--- src/rtl/tdpt_pkg.sv ---
// tdpt_pkg: command and status types shared by the prime test controller
// and datapath. no dependencies.
package tdpt_pkg;

   typedef struct packed {
      logic load;       // capture number, divisor 2, square 4
      logic div_init;   // clear remainder, load dividend shifter
      logic div_step;   // one restoring division step
      logic next_div;   // advance divisor and its square
   } tdpt_cmd_type;

   typedef struct packed {
      logic lt_two;     // number below 2
      logic sq_le_n;    // divisor squared does not exceed number
      logic div_done;   // last division step in progress
      logic rem_zero;   // remainder of finished trial is zero
   } tdpt_status_type;

endpackage

--- src/rtl/tdpt_datapath.sv ---
// tdpt_datapath: number, trial divisor, running square and a bit-serial
// restoring remainder unit. depends on tdpt_pkg.
module tdpt_datapath #(
   parameter int VALUE_BITS = 16
) (
   input  logic                      clock,
   input  logic                      reset,
   input  logic [VALUE_BITS-1:0]     req_number,
   input  tdpt_pkg::tdpt_cmd_type    cmd,
   output tdpt_pkg::tdpt_status_type status
);
   import tdpt_pkg::*;

   localparam int SQ_BITS  = 2 * VALUE_BITS;
   localparam int CNT_BITS = $clog2(VALUE_BITS);
   localparam logic [CNT_BITS-1:0] LAST_STEP = CNT_BITS'(VALUE_BITS - 1);

   logic [VALUE_BITS-1:0] number_ff, number_in;
   logic [VALUE_BITS-1:0] divisor_ff, divisor_in;
   logic [SQ_BITS-1:0]    square_ff, square_in;
   logic [VALUE_BITS-1:0] rem_ff, rem_in;
   logic [VALUE_BITS-1:0] shift_ff, shift_in;
   logic [CNT_BITS-1:0]   step_ff, step_in;

   logic [VALUE_BITS:0]   trial;
   logic [VALUE_BITS:0]   trial_sub;

   assign trial     = {rem_ff, shift_ff[VALUE_BITS-1]};
   assign trial_sub = trial - {1'b0, divisor_ff};

   always_comb begin
      number_in  = number_ff;
      divisor_in = divisor_ff;
      square_in  = square_ff;
      rem_in     = rem_ff;
      shift_in   = shift_ff;
      step_in    = step_ff;
      if (cmd.load) begin
         number_in  = req_number;
         divisor_in = VALUE_BITS'(2);
         square_in  = SQ_BITS'(4);
      end
      if (cmd.div_init) begin
         rem_in   = '0;
         shift_in = number_ff;
         step_in  = '0;
      end
      if (cmd.div_step) begin
         if (trial >= {1'b0, divisor_ff}) begin
            rem_in = trial_sub[VALUE_BITS-1:0];
         end else begin
            rem_in = trial[VALUE_BITS-1:0];
         end
         shift_in = {shift_ff[VALUE_BITS-2:0], 1'b0};
         step_in  = step_ff + CNT_BITS'(1);
      end
      if (cmd.next_div) begin
         // (d+1)^2 = d^2 + 2d + 1
         square_in  = square_ff + {{(SQ_BITS - VALUE_BITS - 1){1'b0}}, divisor_ff, 1'b0}
                      + SQ_BITS'(1);
         divisor_in = divisor_ff + VALUE_BITS'(1);
      end
   end

   always_ff @(posedge clock) begin
      if (reset) begin
         number_ff  <= '0;
         divisor_ff <= VALUE_BITS'(2);
         square_ff  <= SQ_BITS'(4);
         rem_ff     <= '0;
         shift_ff   <= '0;
         step_ff    <= '0;
      end else begin
         number_ff  <= number_in;
         divisor_ff <= divisor_in;
         square_ff  <= square_in;
         rem_ff     <= rem_in;
         shift_ff   <= shift_in;
         step_ff    <= step_in;
      end
   end

   always_comb begin
      status          = '0;
      status.lt_two   = number_ff < VALUE_BITS'(2);
      status.sq_le_n  = square_ff <= {{(SQ_BITS - VALUE_BITS){1'b0}}, number_ff};
      status.div_done = step_ff == LAST_STEP;
      status.rem_zero = rem_ff == '0;
   end

endmodule

--- src/rtl/tdpt_controller.sv ---
// tdpt_controller: sequencer for the trial division loop and result strobe.
// depends on tdpt_pkg.
module tdpt_controller (
   input  logic                      clock,
   input  logic                      reset,
   input  logic                      start,
   output logic                      busy,
   output logic                      rsp_valid,
   output logic                      rsp_is_prime,
   output tdpt_pkg::tdpt_cmd_type    cmd,
   input  tdpt_pkg::tdpt_status_type status
);
   import tdpt_pkg::*;

   localparam logic [1:0] ST_IDLE  = 2'd0;
   localparam logic [1:0] ST_CHECK = 2'd1;
   localparam logic [1:0] ST_DIV   = 2'd2;
   localparam logic [1:0] ST_TEST  = 2'd3;

   logic [1:0] state_ff, state_in;
   logic       valid_ff, valid_in;
   logic       prime_ff, prime_in;

   assign busy         = state_ff != ST_IDLE;
   assign rsp_valid    = valid_ff;
   assign rsp_is_prime = prime_ff;

   always_comb begin
      state_in = state_ff;
      valid_in = 1'b0;
      prime_in = prime_ff;
      cmd      = '0;
      case (state_ff)
         ST_IDLE: begin
            if (start) begin
               cmd.load = 1'b1;
               state_in = ST_CHECK;
            end
         end
         ST_CHECK: begin
            if (status.lt_two) begin
               valid_in = 1'b1;
               prime_in = 1'b0;
               state_in = ST_IDLE;
            end else if (!status.sq_le_n) begin
               valid_in = 1'b1;
               prime_in = 1'b1;
               state_in = ST_IDLE;
            end else begin
               cmd.div_init = 1'b1;
               state_in     = ST_DIV;
            end
         end
         ST_DIV: begin
            cmd.div_step = 1'b1;
            if (status.div_done) begin
               state_in = ST_TEST;
            end
         end
         ST_TEST: begin
            if (status.rem_zero) begin
               valid_in = 1'b1;
               prime_in = 1'b0;
               state_in = ST_IDLE;
            end else begin
               cmd.next_div = 1'b1;
               state_in     = ST_CHECK;
            end
         end
         default: begin
            state_in = ST_IDLE;
         end
      endcase
   end

   always_ff @(posedge clock) begin
      if (reset) begin
         state_ff <= ST_IDLE;
         valid_ff <= 1'b0;
         prime_ff <= 1'b0;
      end else begin
         state_ff <= state_in;
         valid_ff <= valid_in;
         prime_ff <= prime_in;
      end
   end

   a_accept_goes_busy: assert property (@(posedge clock) disable iff (reset)
      (start && !busy) |=> busy)
      else $error("accepted beat did not start a test");

   a_no_back_to_back_rsp: assert property (@(posedge clock) disable iff (reset)
      rsp_valid |=> !rsp_valid)
      else $error("two result beats in a row");

   a_prime_only_from_check: assert property (@(posedge clock) disable iff (reset)
      (rsp_valid && rsp_is_prime) |-> ($past(state_ff) == ST_CHECK))
      else $error("prime result not issued from square check");

   a_rsp_when_idle: assert property (@(posedge clock) disable iff (reset)
      rsp_valid |-> !busy)
      else $error("result beat while still busy");

endmodule

--- src/rtl/trial_division_prime_test_top.sv ---
// trial_division_prime_test_top: primality test by trial division.
// instantiates tdpt_controller and tdpt_datapath; depends on tdpt_pkg.
//
//   channel   ports                          direction
//   request   start, busy, req_number        in (busy out)
//   result    rsp_valid, rsp_is_prime        out
//
// a request beat is taken when start is high and busy is low.
// each trial divisor takes a square check, VALUE_BITS steps of the bit-serial
// remainder unit and a zero test.
// the result is registered from the square check for numbers below 2 and for a
// prime once the divisor's square exceeds it, and from the zero test for a
// composite whose trial divisor divides it.
// reset is synchronous and leaves the block idle; results cannot be stalled.
module trial_division_prime_test_top #(
   parameter int VALUE_BITS = 16
) (
   input  logic                  clock,
   input  logic                  reset,
   input  logic                  start,
   output logic                  busy,
   input  logic [VALUE_BITS-1:0] req_number,
   output logic                  rsp_valid,
   output logic                  rsp_is_prime
);
   import tdpt_pkg::*;

   tdpt_cmd_type    cmd;
   tdpt_status_type status;

   tdpt_controller u_controller (
      .clock        (clock),
      .reset        (reset),
      .start        (start),
      .busy         (busy),
      .rsp_valid    (rsp_valid),
      .rsp_is_prime (rsp_is_prime),
      .cmd          (cmd),
      .status       (status)
   );

   tdpt_datapath #(
      .VALUE_BITS (VALUE_BITS)
   ) u_datapath (
      .clock      (clock),
      .reset      (reset),
      .req_number (req_number),
      .cmd        (cmd),
      .status     (status)
   );

endmodule

--- config.mk ---
export PLATFORM = sky130hd
export DESIGN_NAME = trial_division_prime_test_top
export DESIGN_NICKNAME = d
export VERILOG_FILES = /design/src/rtl/tdpt_pkg.sv /design/src/rtl/tdpt_datapath.sv /design/src/rtl/tdpt_controller.sv /design/src/rtl/trial_division_prime_test_top.sv
export SDC_FILE = /design/constraint.sdc
export NUM_CORES = 1
export LEC_CHECK = 0
export ABC_AREA = 1
export BUFFER_PORTS_ARGS = -buffer_cell sky130_fd_sc_hd__buf_2
export CAP_MARGIN = 10
export CORE_UTILIZATION = 56
export CTS_CLUSTER_DIAMETER = 120
export DETAILED_ROUTE_END_ITERATION = 6
export PLACE_DENSITY = 0.82
export SLEW_MARGIN = 40
export SYNTH_ARGS = -nofsm -noshare
export SYNTH_HDL_FRONTEND = slang
export SYNTH_SLANG_ARGS = --single-unit
--- constraint.sdc ---
create_clock -name clock -period 2.3 [get_ports clock]
set_clock_uncertainty 0.05 [all_clocks]
set_input_delay 0.345 -clock clock [delete_from_list [all_inputs] [get_ports clock]]
set_output_delay 0.345 -clock clock [all_outputs]
set_load 0.02 [all_outputs]
# Word-level counts from Yosys, hierarchy flattened

Index checks and enable logic that the tools add are counted.

$add $sub $neg: 5
Order comparisons: 3
Equal/unequal tests: 8
Muxes and demuxes: 33
Reductions and logical operators: 9

Operators by type and width:

| kind                                                                   | number |
|---|---|
| 16-bit two-way mux                                                     | 7 |
| 32-bit two-way mux                                                     | 2 |
| 32-bit by 1-bit adder with 32-bit output (second input constant)       | 1 |
| 32-bit by 17-bit adder with 32-bit output                              | 1 |
| 32-bit by 16-bit <= comparator with 1-bit output                       | 1 |
| 17-bit by 16-bit greater-or-equal comparator with 1-bit output         | 1 |
| 16-bit by 1-bit adder with 16-bit output (second input constant)       | 1 |
| 16-bit logical NOT                                                     | 1 |
| 16-bit by 2-bit < comparator with 1-bit output (second input constant) | 1 |
| 16-bit subtractor                                                      | 1 |
| 1-bit two-way mux                                                      | 15 |
| 2-bit two-way mux                                                      | 4 |
| 4-bit two-way mux                                                      | 2 |
| 2-bit one-hot mux with 4 select lines                                  | 1 |
| 2-bit nonzero test                                                     | 4 |
| 2-bit inequality test (second input constant)                          | 3 |
| 4-bit by 1-bit adder with 4-bit output (second input constant)         | 1 |
| 2-bit == test (second input constant)                                  | 2 |
| 4-bit == test (second input constant)                                  | 1 |
| 1-bit one-hot mux with 2 select lines                                  | 2 |
| 3-bit inequality test (second input constant)                          | 1 |
| 3-bit AND reduction                                                    | 1 |
| 2-bit by 1-bit == test with 1-bit output (second input constant)       | 1 |
| 2-bit logical NOT                                                      | 1 |
| other kinds (2)                                                        | 2 |

Bits in registers: 104
Input bits: 19
Logic and storage cells: 68

# Longest topological paths before layout

Depth after elaboration: 6
Mapped depth: 18
Gate-level depth less buffers: 17

# Cells and area by module

A second synthesis with hierarchy kept.

Cells, all modules: 1054
Area total of the unflattened synthesis: 7163.1 µm²

Modules (own cells, without submodules):

| module          | times used | cells an instance | area an instance (µm²) |
|---|---|---|---|
| tdpt_datapath   | 1          | 1025              | 6965.4 |
| tdpt_controller | 1          | 29                | 197.7 |

# Worst setup path after synthesis

No wires, ideal clock.

Path kind: register to register
Start point: register u_datapath.divisor_ff[0]
End point: register u_datapath.rem_ff[14]
Library setup time: 132 ps
Arrival: 1853 ps
Slack: 264 ps
Stages on the path, launching flop included: 13
Buffers on the path: 0
Clock period less this slack: 2036 ps
Cells stage by stage: dfxtp_1 ha_1 fa_1 o21ai_0 nand2_1 nand2_1 nand2_1 nand2_1 nand2_1 nand2_1 nand2_1 nand3_1 a21oi_1

Longest elaborated chain between the ends: 3

Ends and longest elaborated chain:

| what                                                                                                       | RTL line                                 | text |
|---|---|---|
| start: declaration                                                                                         | tdpt_datapath.sv:19                      | `logic [VALUE_BITS-1:0] divisor_ff, divisor_in;` |
| start signal: assignment                                                                                   | tdpt_datapath.sv:75                      | `divisor_ff <= divisor_in;` |
| 16-bit subtractor / 17-bit by 16-bit greater-or-equal comparator with 1-bit output (equally long branches) | tdpt_datapath.sv:29, tdpt_datapath.sv:49 |  |
| 16-bit two-way mux (*)                                                                                     | tdpt_datapath.sv:49                      | `if (trial >= {1'b0, divisor_ff}) begin` |
| 16-bit two-way mux (*)                                                                                     | tdpt_datapath.sv:48                      | `if (cmd.div_step) begin` |
| end signal: assignment                                                                                     | tdpt_datapath.sv:77                      | `rem_ff <= rem_in;` |
| end: declaration                                                                                           | tdpt_datapath.sv:21                      | `logic [VALUE_BITS-1:0] rem_ff, rem_in;` |

Mark *: on every way between the ends. The rest lies on a longest branch, timed or not.
A chain may end at the register's enable or synchronous reset.

# Worst setup path in the final report

Start point: register u_datapath.divisor_ff[8]
End point: register u_datapath.square_ff[30]

Longest elaborated chain between the ends: 3

Ends and longest elaborated chain:

| what                                      | RTL line            | text |
|---|---|---|
| 32-bit by 17-bit adder with 32-bit output | tdpt_datapath.sv:59 | `square_in = square_ff + {{(SQ_BITS - VALUE_BITS - 1){1'b0}}, divisor_ff, 1'b0}` |
| 32-bit by 1-bit adder with 32-bit output  | tdpt_datapath.sv:60 | `+ SQ_BITS'(1);` |
| 32-bit two-way mux                        | tdpt_datapath.sv:57 | `if (cmd.next_div) begin` |
| end signal: assignment                    | tdpt_datapath.sv:76 | `square_ff <= square_in;` |
| end: declaration                          | tdpt_datapath.sv:20 | `logic [SQ_BITS-1:0] square_ff, square_in;` |

No other way between the ends.

==> impl_metrics.toml <==
[final_layout]
final_cell_mix = "244 x nand2_1, 136 x nor2_1, 118 x inv_1"
postLayoutCoreUtil = 0.648
layout_commonest_cell = "nand2_1"
post_route_cells_drive_above_1_share = 0.0903
nets = 1207
syn2layout_area_growth_pct = 11.3
n_antenna_cell = 0

[drt]
top_layer = "met4"
wl_met2_um = 8250
met1Wirelength_um = 8450
drc_errors = 0
wl_met3_um = 1070
drt_iter0_markers = 707
viasPerCell = 5.55
dr.pass1.iters = 5
wl_um = 18400
ant_nets = 0
wl_per_cell_um = 14.0
vias = 7266

[clocking]
clk_latency_ns = 0.36
htree_num_levels = 3
root_buffer = "clkbuf_16"
numCtsBuffers = 9
cts_hold_buf = 0
cts_tree = "yes"
clkSlewWorstSetupHoldPaths_ns = 0.07
cts_sinks = 104
cts.path.max_buffers = 2

[place]
gp_congestion = 0.978
post-place-ws_ns = 0.0643
dp_hpwl_um = 13600
port_buffers = 21

[timing]
finalCritPeriodShare = 0.955
drv_slew = 0
worst_slew_pin_slew_ns = 0.634
fmax_ghz = 0.455
hold_viol = 0
setup_ws_ns = 0.103
finalSetupViolCount = 0
relSlewSlack = 0.577
fin_crit_ns = 2.20
finalSetupTns_ns = 0

[critical_path]
r2r-start = "u_datapath.divisor_ff[8]"
cp_common_cell = "nand2_1"
startpoint_type = "flop"
endpoint_kind = "flop"
cp.arrival_ns = 2.41
r2r_slack_ns = 0.10
critical_path_class = "flop to flop"
crit_fanout = 5
slowest_stage = "ha_1"
critPathMaxStageDelay_ns = 0.34
r2r_end = "u_datapath.square_ff[30]"
endpoint = "u_datapath.square_ff[30]"
path_buf_inv = 2
cp.depth = 14
worst_ep_required_time_ns = 2.51
crit_chain = "buf_4 > ha_1 > nand2_1 > inv_1 > a21oi_1 > nor2_1 > nor2_1 > nand2_1 > nand2_1 > nand2_1 > nand3_1 > o21ai_0 > nand2_1 > nor2_1"
cp-startpoint = "u_datapath.divisor_ff[8]"
ff2ff_path_depth = 14
path_delay_family = "simple AND/OR/NAND/NOR gates"

[floorplan]
pin_count = 22
initial_utilization = 0.582
die_h_um = 114
rows = 40
die_width_um = 114
design.core.area_um2 = 12200
die_area_um2 = 13100

[global_route]
grt_max_degree = 57
grt_pass1_wl_um = 30200
grt_pass1_vias = 6528
grt_antenna_before_repair = 0
grt-ovfl-total = 0
grt_usage = 0.292

[synth]
syn-num-nets = 1177
synth_edf_count = 0
avgSynthCellArea_um2 = 6.40
yosys.area.top_type = "dfxtp_1"
ys_types = 38
synth_flop_cell = "dfxtp_1"
yosysSeqAreaShare = 0.294
yosysWarnings = 0
ys_async_sr_fraction = 0
synth_top_cell_area_share = 0.294
synth_area_leaders = "dfxtp_1 29%, nand2_1 13%, ha_1 8.8%"
netlist_area_um2 = 7080
ys_ff_latch = 104
synth_cells = 1106

[power]
p_leak_nw = 3.51
max-vdd-ir-drop_mv = 1.73
power.density_nw_per_um2 = 1560

[job]
drv_cap = 0

[status]
status = "finished clean"

[worst_hold_path]
hold_class = "primary input to flop"
layout make-up:
cell class	count	area (um2)
Clock buffer	10	229
Timing Repair Buffer	55	389
Multi-Input combinational cell	843	4440
Fill cell	1095	4280
Clock inverter	6	66.3
Tap cell	168	210
Inverter	123	462
Sequential cell	104	2080
per-stage QoR:
step                      hold WS, ns  std cells  power (mW)  area [um2]
final                           0.151       1309        12.3        7880
after global routing            0.158       1309        13.6        7880
after CTS                       0.149       1304        11.2        7760
after detailed placement        0.400       1288        9.62        7460
after global placement          0.393       1288        9.53        7460
after floorplan                 0.387       1106        8.45        7080
cell usage after synthesis, types with 6 or more instances:
cell type	number
nand3_1	100
a21oi_1	119
o21ai_0	69
nor2_1	137
ha_1	50
a21o_1	6
a22oi_1	6
nand3b_1	6
nor3_1	17
nand2_1	247
dfxtp_1	104
clkbuf_1	20
buf_2	11
inv_1	118
o22ai_1	6
nand4_1	44
cell families after synthesis:
kind of cell / Yosys count / share of synthesized area
flip-flops: 104 / 0.294
adder cells (fa/ha/maj): 52 / 0.0940
XOR/XNOR: 7 / 0.00866
buffers and inverters: 160 / 0.0915
AO/OA/AOI/OAI: 212 / 0.158
AND/OR/NAND/NOR: 571 / 0.354
routing by layer:
layer,global-route usage,vias to the layer above
met5,0,-
met4,0.125,0
met2,0.472,215
met1,0.385,3262
li1,-,3751
met3,0.0471,38
state kept, by name (all words and copies together) (netlist names), named ones only:
signal,count
u_controller.rsp_is_prime,1
u_datapath.number_ff,16
u_datapath.rem_ff,16
u_datapath.divisor_ff,16
u_datapath.square_ff,32
u_controller.rsp_valid,1
u_datapath.step_ff,4
u_datapath.shift_ff,16
u_controller.state_ff,1
worst reg2reg max path: stages, from the launching register on:
cell	delay (ns)
dfxtp_1	0.33
buf_4	0.14
ha_1	0.34
nand2_1	0.19
inv_1	0.06
a21oi_1	0.26
nor2_1	0.07
nor2_1	0.08
nand2_1	0.11
nand2_1	0.08
nand2_1	0.09
nand3_1	0.11
o21ai_0	0.09
nand2_1	0.06
nor2_1	0.04
report_power, final:
group	leakage, nW	switching (mW)	total [mW]	internal [mW]
Combinational	2.52	5.26	8.46	3.20
Sequential	0.843	0.257	2.30	2.05
Clock	0.147	0.718	1.57	0.851
how the worst min path moves through the flow:
| stage | start | to | cells past startpoint |
|---|---|---|---|
| floorplan | u_datapath.shift_ff[0] | u_datapath.shift_ff[0] | 2 |
| global placement | u_datapath.shift_ff[0] | u_datapath.shift_ff[0] | 2 |
| detailed placement | u_datapath.shift_ff[0] | u_datapath.shift_ff[0] | 2 |
| CTS | req_number[0] | u_datapath.number_ff[0] | 3 |
| global route | req_number[0] | u_datapath.number_ff[0] | 3 |
| finish | req_number[0] | u_datapath.number_ff[0] | 3 |
repair_timing:
action,4_1_cts,5_1_grt
endpoints found under the setup margin,0,39
resized for setup,0,21
setup buffers,0,4
(Power assumes the default switching activity.)
